### src/rtl/core/mrp_pkg.sv
package mrp_pkg;

  localparam int MSG_DEPTH = 64;
  localparam int ADDR_W    = $clog2(MSG_DEPTH);
  localparam int LEN_W     = $clog2(MSG_DEPTH + 1);

  localparam int CFG_IDX_W  = 3;
  localparam int CFG_DATA_W = 7;

  // register indexes
  localparam logic [CFG_IDX_W-1:0] REG_LISTEN_CH = 3'd0;
  localparam logic [CFG_IDX_W-1:0] REG_BANK_CTL  = 3'd1;
  localparam logic [CFG_IDX_W-1:0] REG_ID_FIRST  = 3'd2;
  localparam logic [CFG_IDX_W-1:0] REG_ID_SECOND = 3'd3;
  localparam logic [CFG_IDX_W-1:0] REG_ID_THIRD  = 3'd4;

  localparam logic [4:0] RST_LISTEN_CH = 5'd0;
  localparam logic [6:0] RST_BANK_CTL  = 7'd0;
  localparam logic [6:0] RST_ID_FIRST  = 7'd0;
  localparam logic [6:0] RST_ID_SECOND = 7'd1;
  localparam logic [6:0] RST_ID_THIRD  = 7'd116;

  // MIDI status codes
  localparam logic [3:0] NIB_CTRL_CHANGE = 4'hB;
  localparam logic [3:0] NIB_PROG_CHANGE = 4'hC;
  localparam logic [7:0] SYSEX_START     = 8'hF0;
  localparam logic [7:0] SYSEX_EOX       = 8'hF7;
  localparam logic [4:0] REALTIME_TOP    = 5'b11111;

  // output kinds
  localparam logic KIND_PRESET = 1'b0;
  localparam logic KIND_SYSEX  = 1'b1;

  // a sysex run must be longer than this to be passed on
  localparam int SYSEX_MIN_LEN = 4;

endpackage

### src/rtl/core/midi_receive_parser_top.sv
// MIDI receive parser.
// Input channel: one received MIDI byte per beat on in_rx_byte (in_valid/in_ready).
// Result channel: out_kind selects a preset change (out_preset_number = bank*128
// + program, out_last high) or one byte of an accepted system exclusive message
// (out_message_byte, out_last high on its end byte).
// Configuration: cfg_we writes cfg_wdata into register cfg_index (0 listen channel,
// 1 bank controller, 2..4 manufacturer ID bytes); write only while the block idles.
// Throughput: one byte per cycle while parsing and the output is not stalled. A preset
// is loaded into the output register in the cycle after its program byte is taken.
// At a qualifying sysex end byte the block stops taking input and replays the
// buffered message from its 64-entry byte memory, one beat per cycle while the
// receiver takes them, and holds the input until the end byte is loaded; each byte
// passes from the memory read register to the output register.
// A stalled receiver holds the output register; in_ready then stays low until
// the pending beat is taken.
// Reset (rst_n low, synchronous) returns the parser to idle, clears the bank and
// the output valid flag and loads the register defaults; the memory is not cleared.
module midi_receive_parser_top (
  input  logic                            clk,
  input  logic                            rst_n,
  input  logic                            in_valid,
  output logic                            in_ready,
  input  logic [7:0]                      in_rx_byte,
  output logic                            out_valid,
  input  logic                            out_ready,
  output logic                            out_kind,
  output logic [15:0]                     out_preset_number,
  output logic [7:0]                      out_message_byte,
  output logic                            out_last,
  input  logic                            cfg_we,
  input  logic [mrp_pkg::CFG_IDX_W-1:0]   cfg_index,
  input  logic [mrp_pkg::CFG_DATA_W-1:0]  cfg_wdata
);

  localparam logic [2:0] MODE_IDLE  = 3'd0;
  localparam logic [2:0] MODE_CTRL  = 3'd1;
  localparam logic [2:0] MODE_VALUE = 3'd2;
  localparam logic [2:0] MODE_PROG  = 3'd3;
  localparam logic [2:0] MODE_SYSEX = 3'd4;
  localparam logic [2:0] MODE_EMIT  = 3'd5;

  localparam int LW = mrp_pkg::LEN_W;
  localparam int AW = mrp_pkg::ADDR_W;

  // configuration
  logic [4:0] listen_ch_r;
  logic [6:0] bank_ctl_r;
  logic [6:0] id_first_r;
  logic [6:0] id_second_r;
  logic [6:0] id_third_r;

  // parser state
  logic [2:0]    mode_r, mode_nxt;
  logic [6:0]    bank_r, bank_nxt;
  logic          ctl_match_r, ctl_match_nxt;
  logic [LW-1:0] len_r, len_nxt;
  logic          ovf_r, ovf_nxt;
  logic [7:0]    id1_r, id1_nxt;
  logic [7:0]    id2_r, id2_nxt;
  logic [7:0]    id3_r, id3_nxt;

  // replay state
  logic [LW-1:0] emit_len_r, emit_len_nxt;
  logic [LW-1:0] emit_idx_r, emit_idx_nxt;
  logic          rd_pend_r, rd_pend_nxt;
  logic          rd_last_r, rd_last_nxt;
  logic [7:0]    rd_data_r;

  // output register
  logic          out_valid_r, out_valid_nxt;
  logic          out_kind_r;
  logic [15:0]   out_preset_r;
  logic [7:0]    out_byte_r;
  logic          out_last_r;

  logic [7:0] msg_mem [mrp_pkg::MSG_DEPTH];

  logic          in_acc;
  logic [7:0]    b;
  logic          is_rt;
  logic          ch_ok;
  logic [2:0]    dec_mode;
  logic          wr_en;
  logic [AW-1:0] wr_addr;
  logic [LW-1:0] len_inc;
  logic          room;
  logic          id_ok;
  logic          preset_ld;
  logic          rd_issue;
  logic          rd_ld;

  assign b        = in_rx_byte;
  assign in_ready = (mode_r != MODE_EMIT) && (!out_valid_r || out_ready);
  assign in_acc   = in_valid && in_ready;
  assign is_rt    = (b[7:3] == mrp_pkg::REALTIME_TOP);
  assign ch_ok    = (listen_ch_r == 5'd0) || (listen_ch_r == ({1'b0, b[3:0]} + 5'd1));
  assign len_inc  = len_r + LW'(1);
  assign room     = (len_r < LW'(mrp_pkg::MSG_DEPTH));
  assign id_ok    = (id1_r == {1'b0, id_first_r}) && (id2_r == {1'b0, id_second_r})
                    && (id3_r == {1'b0, id_third_r});

  always_comb begin
    dec_mode = MODE_IDLE;
    if (b[7:4] == mrp_pkg::NIB_CTRL_CHANGE && ch_ok) begin
      dec_mode = MODE_CTRL;
    end else if (b[7:4] == mrp_pkg::NIB_PROG_CHANGE && ch_ok) begin
      dec_mode = MODE_PROG;
    end else if (b == mrp_pkg::SYSEX_START) begin
      dec_mode = MODE_SYSEX;
    end
  end

  // replay handshake: the read register feeds the output register
  assign rd_ld    = rd_pend_r && (!out_valid_r || out_ready);
  assign rd_issue = (mode_r == MODE_EMIT) && (emit_idx_r != emit_len_r)
                    && (!rd_pend_r || rd_ld);

  always_comb begin
    mode_nxt      = mode_r;
    bank_nxt      = bank_r;
    ctl_match_nxt = ctl_match_r;
    len_nxt       = len_r;
    ovf_nxt       = ovf_r;
    id1_nxt       = id1_r;
    id2_nxt       = id2_r;
    id3_nxt       = id3_r;
    emit_len_nxt  = emit_len_r;
    wr_en         = 1'b0;
    wr_addr       = len_r[AW-1:0];
    preset_ld     = 1'b0;

    if (in_acc && !is_rt) begin
      case (mode_r)
        MODE_CTRL: begin
          if (!b[7]) begin
            ctl_match_nxt = (b[6:0] == bank_ctl_r);
            mode_nxt      = MODE_VALUE;
          end
        end
        MODE_VALUE: begin
          if (!b[7]) begin
            if (ctl_match_r) begin
              bank_nxt = b[6:0];
            end
            mode_nxt = MODE_IDLE;
          end
        end
        MODE_PROG: begin
          if (!b[7]) begin
            preset_ld = 1'b1;
            mode_nxt  = MODE_IDLE;
          end
        end
        MODE_SYSEX: begin
          if (b[7] && b != mrp_pkg::SYSEX_EOX) begin
            len_nxt = '0;
          end else begin
            if (room) begin
              wr_en   = 1'b1;
              len_nxt = len_inc;
              if (len_r == LW'(1)) id1_nxt = b;
              if (len_r == LW'(2)) id2_nxt = b;
              if (len_r == LW'(3)) id3_nxt = b;
            end else begin
              ovf_nxt = 1'b1;
            end
            if (b == mrp_pkg::SYSEX_EOX) begin
              mode_nxt = MODE_IDLE;
              // id registers already hold bytes 1..3 once the length reaches four
              if (room && !ovf_r && len_r >= LW'(mrp_pkg::SYSEX_MIN_LEN)
                  && id_ok) begin
                mode_nxt     = MODE_EMIT;
                emit_len_nxt = len_inc;
              end
              len_nxt = '0;
              ovf_nxt = 1'b0;
            end
          end
        end
        default: begin
          if (!b[7]) begin
            mode_nxt = MODE_IDLE;
          end
        end
      endcase

      // fresh status byte: decode it in every waiting mode
      if (b[7] && !(mode_r == MODE_SYSEX && b == mrp_pkg::SYSEX_EOX)) begin
        mode_nxt = dec_mode;
        if (b == mrp_pkg::SYSEX_START) begin
          wr_en   = 1'b1;
          wr_addr = '0;
          len_nxt = LW'(1);
          ovf_nxt = 1'b0;
        end
      end
    end

    if (rd_ld && rd_last_r) begin
      mode_nxt = MODE_IDLE;
    end
  end

  always_comb begin
    emit_idx_nxt = emit_idx_r;
    rd_pend_nxt  = rd_pend_r && !rd_ld;
    rd_last_nxt  = rd_last_r;
    if (mode_r != MODE_EMIT) begin
      emit_idx_nxt = '0;
      rd_pend_nxt  = 1'b0;
    end else if (rd_issue) begin
      emit_idx_nxt = emit_idx_r + LW'(1);
      rd_pend_nxt  = 1'b1;
      rd_last_nxt  = ((emit_idx_r + LW'(1)) == emit_len_r);
    end
  end

  always_comb begin
    out_valid_nxt = out_valid_r && !out_ready;
    if (preset_ld || rd_ld) begin
      out_valid_nxt = 1'b1;
    end
  end

  always_ff @(posedge clk) begin
    if (!rst_n) begin
      listen_ch_r <= mrp_pkg::RST_LISTEN_CH;
      bank_ctl_r  <= mrp_pkg::RST_BANK_CTL;
      id_first_r  <= mrp_pkg::RST_ID_FIRST;
      id_second_r <= mrp_pkg::RST_ID_SECOND;
      id_third_r  <= mrp_pkg::RST_ID_THIRD;
    end else if (cfg_we) begin
      case (cfg_index)
        mrp_pkg::REG_LISTEN_CH: listen_ch_r <= cfg_wdata[4:0];
        mrp_pkg::REG_BANK_CTL:  bank_ctl_r  <= cfg_wdata;
        mrp_pkg::REG_ID_FIRST:  id_first_r  <= cfg_wdata;
        mrp_pkg::REG_ID_SECOND: id_second_r <= cfg_wdata;
        mrp_pkg::REG_ID_THIRD:  id_third_r  <= cfg_wdata;
        default: ;
      endcase
    end
  end

  always_ff @(posedge clk) begin
    if (!rst_n) begin
      mode_r      <= MODE_IDLE;
      bank_r      <= '0;
      ctl_match_r <= 1'b0;
      len_r       <= '0;
      ovf_r       <= 1'b0;
      emit_len_r  <= '0;
      emit_idx_r  <= '0;
      rd_pend_r   <= 1'b0;
      rd_last_r   <= 1'b0;
      out_valid_r <= 1'b0;
    end else begin
      mode_r      <= mode_nxt;
      bank_r      <= bank_nxt;
      ctl_match_r <= ctl_match_nxt;
      len_r       <= len_nxt;
      ovf_r       <= ovf_nxt;
      emit_len_r  <= emit_len_nxt;
      emit_idx_r  <= emit_idx_nxt;
      rd_pend_r   <= rd_pend_nxt;
      rd_last_r   <= rd_last_nxt;
      out_valid_r <= out_valid_nxt;
    end
  end

  always_ff @(posedge clk) begin
    id1_r <= id1_nxt;
    id2_r <= id2_nxt;
    id3_r <= id3_nxt;
  end

  // message memory: one write port, one registered read port
  always_ff @(posedge clk) begin
    if (wr_en) begin
      msg_mem[wr_addr] <= b;
    end
    if (rd_issue) begin
      rd_data_r <= msg_mem[emit_idx_r[AW-1:0]];
    end
  end

  always_ff @(posedge clk) begin
    if (preset_ld) begin
      out_kind_r   <= mrp_pkg::KIND_PRESET;
      out_preset_r <= {2'b00, bank_r, b[6:0]};
      out_byte_r   <= '0;
      out_last_r   <= 1'b1;
    end else if (rd_ld) begin
      out_kind_r   <= mrp_pkg::KIND_SYSEX;
      out_preset_r <= '0;
      out_byte_r   <= rd_data_r;
      out_last_r   <= rd_last_r;
    end
  end

  assign out_valid         = out_valid_r;
  assign out_kind          = out_kind_r;
  assign out_preset_number = out_preset_r;
  assign out_message_byte  = out_byte_r;
  assign out_last          = out_last_r;

endmodule

### config.mk
export PLATFORM = sky130hd
export DESIGN_NAME = midi_receive_parser_top
export DESIGN_NICKNAME = d
export VERILOG_FILES = /design/src/rtl/core/mrp_pkg.sv /design/src/rtl/core/midi_receive_parser_top.sv
export SDC_FILE = /design/constraint.sdc
export NUM_CORES = 1
export LEC_CHECK = 0
export ABC_AREA = 0
export BUFFER_PORTS_ARGS = -buffer_cell sky130_fd_sc_hd__buf_2
export CAP_MARGIN = 20
export CORE_AREA = 3 3 166 289
export CTS_CLUSTER_SIZE = 20
export DETAILED_ROUTE_END_ITERATION = 16
export DIE_AREA = 0 0 169 292
export HOLD_SLACK_MARGIN = 0.1
export PLACE_DENSITY = 0.76
export RECOVER_POWER = 50
export SYNTH_ARGS = -nofsm -noshare
export SYNTH_HDL_FRONTEND = slang
export SYNTH_SLANG_ARGS = --single-unit
### constraint.sdc
create_clock -name clk -period 5.6 [get_ports clk]
set_input_delay 0.28 -clock clk [delete_from_list [all_inputs] [get_ports clk]]
set_output_delay 0.28 -clock clk [all_outputs]
set_load 0.005 [all_outputs]
== Word level (Yosys, flattened, before mapping) ==
Memory sizes are Yosys's and may differ from the RTL's. A register that Yosys moved wholly into a read port is not among the register bits.
Cells that the tools add are included.
Storage, ports and cells
  memories kept: 1
  output and inout bits: 28
  RAM bits: 512
  input bits: 23
  flip-flop bits (word level): 117
Operators by class
  reductions and logical operators: 48
  multiplexer cells: 40
  eq/ne operators: 30
  bitwise operators: 4
  add/subtract/negate cells: 3
  $lt $le $gt $ge: 2
Memory list
  msg_mem: depth 64, bits a word 8, rd ports 1, clocked after memory_dff 1, write ports 1, RTL line midi_receive_parser_top.sv:76  | logic [7:0] msg_mem [mrp_pkg::MSG_DEPTH];
Operators with widths (number)
  $mux W7: 6
  $mux W14: 2
  $mux W3: 9
  $reduce_and A5 Y1: 5
  $eq A8 B7 Y1: 3
  $logic_and A1 B1 Y1: 19
  $mux W1: 19
  $mux W6: 3
  $eq A8 B8 Y1 const B: 2
  $add A7 B1 Y7 const B: 2
  $eq A7 B2 Y1 const B: 2
  $eq A7 B7 Y1: 2
  $eq A3 B2 Y1 const B: 4
  $reduce_and A2 Y1: 6
  $eq A3 B3 Y1 const B: 3
  $eq A4 B4 Y1 const B: 2
  $ne A8 B8 Y1 const B: 1
  $eq A7 B1 Y1 const B: 1
  $ge A7 B3 Y1 const B: 1
  $logic_not A1 Y1: 7
  $lt A7 B7 Y1 const B: 1
  $ne A7 B7 Y1: 1
  $eq A3 B1 Y1 const B: 2
  $ne A3 B2 Y1 const B: 2
  other kinds (14): 22

== Logic depth before layout (Yosys ltp) ==
  depth after elaboration: 9
  depth in mapped cells: 9
  depth with buffers taken out: 7

== Least setup slack after synthesis ==
OpenSTA, ideal clock, no wires.
  path type: input to register
  start point: input port in_rx_byte[2]
  end point: register id2_r[0], enable pin
  path slack: 3.044 ns
  path buffers: 2
  library setup time: 0.385 ns
  data required time: 5.215 ns
  stages: 7
  arrival: 2.171 ns
  cells stage by stage: clkbuf_1 -> nand2_1 -> o31a_1 -> nor4_1 -> buf_2 -> nand2_1 -> nor3b_1
On the way
  longest elaborated chain between the ends: 4
Ends and longest elaborated chain
  from (decl): RTL line midi_receive_parser_top.sv:23  | input logic [7:0] in_rx_byte,
  $ne A8 B8 Y1: RTL line midi_receive_parser_top.sv:155  | if (b[7] && b != mrp_pkg::SYSEX_EOX) begin
  $logic_and A1 B1 Y1: RTL line midi_receive_parser_top.sv:155
  $not A1 Y1 (no source line)
  $reduce_and A5 Y1 (no source line)
  to (signal assigned): RTL line midi_receive_parser_top.sv:272  | id2_r <= id2_nxt;
  to (decl): RTL line midi_receive_parser_top.sv:59  | logic [7:0] id2_r, id2_nxt;
No other way between the ends.
A chain may end at the register's enable or synchronous reset.

== Final worst setup path ==
  start point: input port in_rx_byte[3]
  end point: memory msg_mem[63][1], enable pin
On the way
  longest elaborated chain between the ends: 9
  elaborated cells on any way between the ends: 20
Ends and longest elaborated chain
  $ne A8 B8 Y1: RTL line midi_receive_parser_top.sv:155
  $logic_and A1 B1 Y1: RTL line midi_receive_parser_top.sv:155
  $mux W1: RTL line midi_receive_parser_top.sv:155
  $mux W1: RTL line midi_receive_parser_top.sv:133  | case (mode_r)
  $mux W1: RTL line midi_receive_parser_top.sv:190  | if (b == mrp_pkg::SYSEX_START) begin
  $mux W1: RTL line midi_receive_parser_top.sv:188  | if (b[7] && !(mode_r == MODE_SYSEX && b == mrp_pkg::SYSEX_EOX)) begin
  $mux W1: RTL line midi_receive_parser_top.sv:132  | if (in_acc && !is_rt) begin
  $mux W1: RTL line midi_receive_parser_top.sv:278  | if (wr_en) begin
  $mux W1 (not written as such): RTL line midi_receive_parser_top.sv:279  | msg_mem[wr_addr] <= b;
  to (decl): RTL line midi_receive_parser_top.sv:76
Parallel ways exist; a longest one is shown, timed or not.

==> impl_metrics.sql <==
INSERT INTO impl_metrics (metric_group, metric, value, unit) VALUES
('global_route', 'groute.layer.met3.usage', '0.0410', ''),
('floorplanning', 'io_pins', '51', ''),
('global_route', 'use_met1', '0.288', ''),
('floorplanning', 'die_height', '292', 'µm'),
('detailed_routing', 'detail_route.wirelength', '59700', 'µm'),
('global_route', 'gr-total-overflow', '0', ''),
('sta', 'max_freq', '236', 'MHz'),
('clock_network', 'clock_tree.buffer_depth', '3', ''),
('synth', 'synth_area_per_cell', '17.3', 'µm²'),
('placement', 'dp_slack', '1700', 'ps'),
('floorplanning', 'floorplan.core_area', '45900', 'µm²'),
('clock_network', 'htreeDepth', '2', ''),
('finish', 'finalCoreUtilization', '0.616', ''),
('synth', 'post-synth-top-area-cell', 'sky130_fd_sc_hd__edfxtp_1', ''),
('placement', 'last_weighted_congestion_value_of_the_routability_driven_placer', '0.892', ''),
('finish', 'final_net_count', '1581', ''),
('sta', 'layout_worst_path_cycle_share', '0.757', ''),
('sta', 'setup-violations-final', '0', ''),
('finish', 'final_area', '28300', 'µm²'),
('detailed_routing', 'route.vias.total', '13800', ''),
('synth', 'synth_edf_count', '558', ''),
('detailed_routing', 'mean_routed_wirelength_per_cell', '27.5', 'µm'),
('sta', 'max_slew.worst_pin.slew', '4080', 'ps'),
('detailed_routing', 'drc', '0', ''),
('worst_hold_path', 'hold_class', 'primary input to flop', ''),
('sta', 'finalHoldViolations', '0', ''),
('placement', 'place.port_buffers', '48', ''),
('clock_network', 'cts_tree', 'yes', ''),
('synth', 'ys_seq_elements', '637', ''),
('synth', 'synth_async_sr_flop_share', '0', ''),
('setup_path', 'critical_path_class', 'primary input to flop', ''),
('setup_path', 'crit_required', '5790', 'ps'),
('synth', 'synth.distinct_cells', '61', ''),
('clock_network', 'cts_resized', '0', ''),
('finish', 'n_antenna_cell', '0', ''),
('clock_network', 'root_buffer', 'sky130_fd_sc_hd__clkbuf_16', ''),
('setup_path', 'worst_ep_arrival_time', '4430', 'ps'),
('synth', 'synth_top_cells_by_area', 'sky130_fd_sc_hd__edfxtp_1 66%, sky130_fd_sc_hd__mux4_2 11%, sky130_fd_sc_hd__dfxtp_1 6.2%', ''),
('global_route', 'wire_length_of_the_first_global_routing_pass', '90000', 'µm'),
('global_route', 'grt_max_degree', '74', ''),
('sta', 'final_period_minus_worst_setup_slack', '4240', 'ps'),
('flow_run', 'max_cap_violations', '10', ''),
('sta', 'setup-tns-final', '0', 'ps'),
('finish', 'fraction_of_final_layout_cells_sized_beyond_drive_strength_1', '0.182', ''),
('run_status', 'outcome', 'finished, violations left', ''),
('global_route', 'first_global_vias', '14300', ''),
('power_and_ir_drop', 'power_per_cell_area', '323', 'nW/µm²'),
('placement', 'placement.cell_area', '26400', 'µm²'),
('sta', 'rsz_0062_raised_after_global_routing', 'false', ''),
('placement', 'dp_hpwl', '37900', 'µm'),
('detailed_routing', 'ant_nets', '0', ''),
('setup_path', 'path_max_fanout', '40', ''),
('finish', 'layoutNonFillerInstCount', '2173', ''),
('global_route', 'groute.usage.overall', '0.244', ''),
('synth', 'ys_seq_area_frac', '0.717', ''),
('sta', 'finClkSkew', '24.4', 'ps'),
('run_status', 'violations', 'max-capacitance violations, max-slew violations', ''),
('synth', 'synthesis.area', '25600', 'µm²'),
('sta', 'worst_slew_margin_rel', '-1.72', ''),
('synth', 'synthesis.instances', '1478', ''),
('global_route', 'antenna_found_initial', '0', ''),
('clock_network', 'number_of_buffers_inserted_during_clock_tree_synthesis', '51', ''),
('setup_path', 'worstSetupStartpointType', 'primary input', ''),
('detailed_routing', 'dr.first_iter.drc_count', '1287', ''),
('floorplanning', 'starting_density_of_the_core', '0.557', ''),
('floorplanning', 'fp.dieArea', '49300', 'µm²'),
('synth', 'synthFlopType', 'sky130_fd_sc_hd__edfxtp_1', ''),
('clock_network', 'worst_skew_pair.late_latency', '590', 'ps'),
('sta', 'slew_viol_final', '568', ''),
('clock_network', 'clock_sinks', '637', ''),
('setup_path', 'end_kind', 'flop', '');
## repair_timing
action / in CTS / in global routing
buffers inserted: 0 / 0
hold buffers: 9 / 0
hold endpoints to repair: 37 / 0
## path summary, 6_finish.rpt
check / from / cells past startpoint / to / slack (ps)
max: in_rx_byte[3] / 7 / msg_mem[63][1]$_DFFE_PP_ / 1360
min: out_ready / 3 / out_valid$_SDFF_PN0_ / 190
max reg2reg: mode_r[1]$_SDFFE_PP0P_ / 5 / msg_mem[40][6]$_DFFE_PP_ / 2440
min reg2reg: out_message_byte[6]$_SDFFE_PP0P_ / 2 / out_message_byte[6]$_SDFFE_PP0P_ / 460
## sequential cells by signal, indices dropped and copies added, names as in the netlist, 8 cells and up
name,flops
rd_data_r,8
id3_r,8
id1_r,8
id2_r,8
out_message_byte,8
out_preset_number,14
msg_mem,512
## metal layers
| metal | part of all wire | up-vias |
|---|---|---|
| met5 | 0 | - |
| met3 | 0.070 | 177 |
| met2 | 0.53 | 670 |
| met1 | 0.34 | 6938 |
| li1 | - | 5983 |
| met4 | 0.064 | 0 |
## cell type report
type / instances / area (µm²) / share of cell area
Tap cell: 583 / 729 / 0.0258
Sequential cell: 637 / 18300 / 0.648
Multi-Input combinational cell: 750 / 6850 / 0.242
Clock inverter: 37 / 453 / 0.0160
Inverter: 11 / 41.3 / 0.00146
Clock buffer: 56 / 1290 / 0.0458
Timing Repair Buffer: 99 / 584 / 0.0206
## critical path, stage by stage
cell and delay [ps]:
sky130_fd_sc_hd__clkbuf_1 690, sky130_fd_sc_hd__clkbuf_1 980, sky130_fd_sc_hd__o31a_1 600, sky130_fd_sc_hd__nor4_2 180
sky130_fd_sc_hd__buf_4 300, sky130_fd_sc_hd__nand4_1 390, sky130_fd_sc_hd__nor3_1 950
## metrics by stage
step / hold slack [ps] / power, mW
2_1_floorplan: 379 / 5.33
4_1_cts: 114 / 9.18
5_1_grt: 201 / 9.35
3_5_place_dp: 452 / 5.45
3_3_place_gp: 446 / 5.44
6_report: 187 / 9.13
## synthesized netlist by cell type (all sizes together), types with 23 or more instances
cell type	number
nor2b	37
dfxtp	79
xor2	31
o21ai	34
nor2	73
nand3	23
mux2i	52
nor3	34
edfxtp	558
nand2	82
xnor2	23
clkbuf	42
buf	39
mux4	126
## placed cells by master, fill, tap and decap left out, types with 32 or more instances in the layout
cell type	instances
sky130_fd_sc_hd__nor3_1	34
sky130_fd_sc_hd__nand2_1	82
sky130_fd_sc_hd__mux4_2	126
sky130_fd_sc_hd__nor2b_1	37
sky130_fd_sc_hd__clkbuf_1	40
sky130_fd_sc_hd__clkbuf_16	51
sky130_fd_sc_hd__o21ai_0	32
sky130_fd_sc_hd__edfxtp_1	558
sky130_fd_sc_hd__mux2i_1	52
sky130_fd_sc_hd__dfxtp_1	76
sky130_fd_sc_hd__nor2_1	73
## power breakdown
part           leakage, nW  switching (mW)  internal (mW)
Combinational         2.15           0.137         0.0416
Clock                0.845            1.64           2.14
Sequential            5.63         0.00942           5.17
## kinds of logic (layout without fill, tap and decap cells)
logic type | Yosys count | after routing | synth area share
adder cells (fa/ha/maj) | 8 | 8 | 0.00391
XOR/XNOR | 54 | 54 | 0.0185
multiplexers | 187 | 187 | 0.135
flip-flops | 637 | 637 | 0.717
buffers and inverters | 92 | 203 | 0.0156
other | 1 | 2 | 0.000147
AO/OA/AOI/OAI | 159 | 159 | 0.0411
AND/OR/NAND/NOR | 340 | 340 | 0.0686
Power figures use the tool's default switching activity.
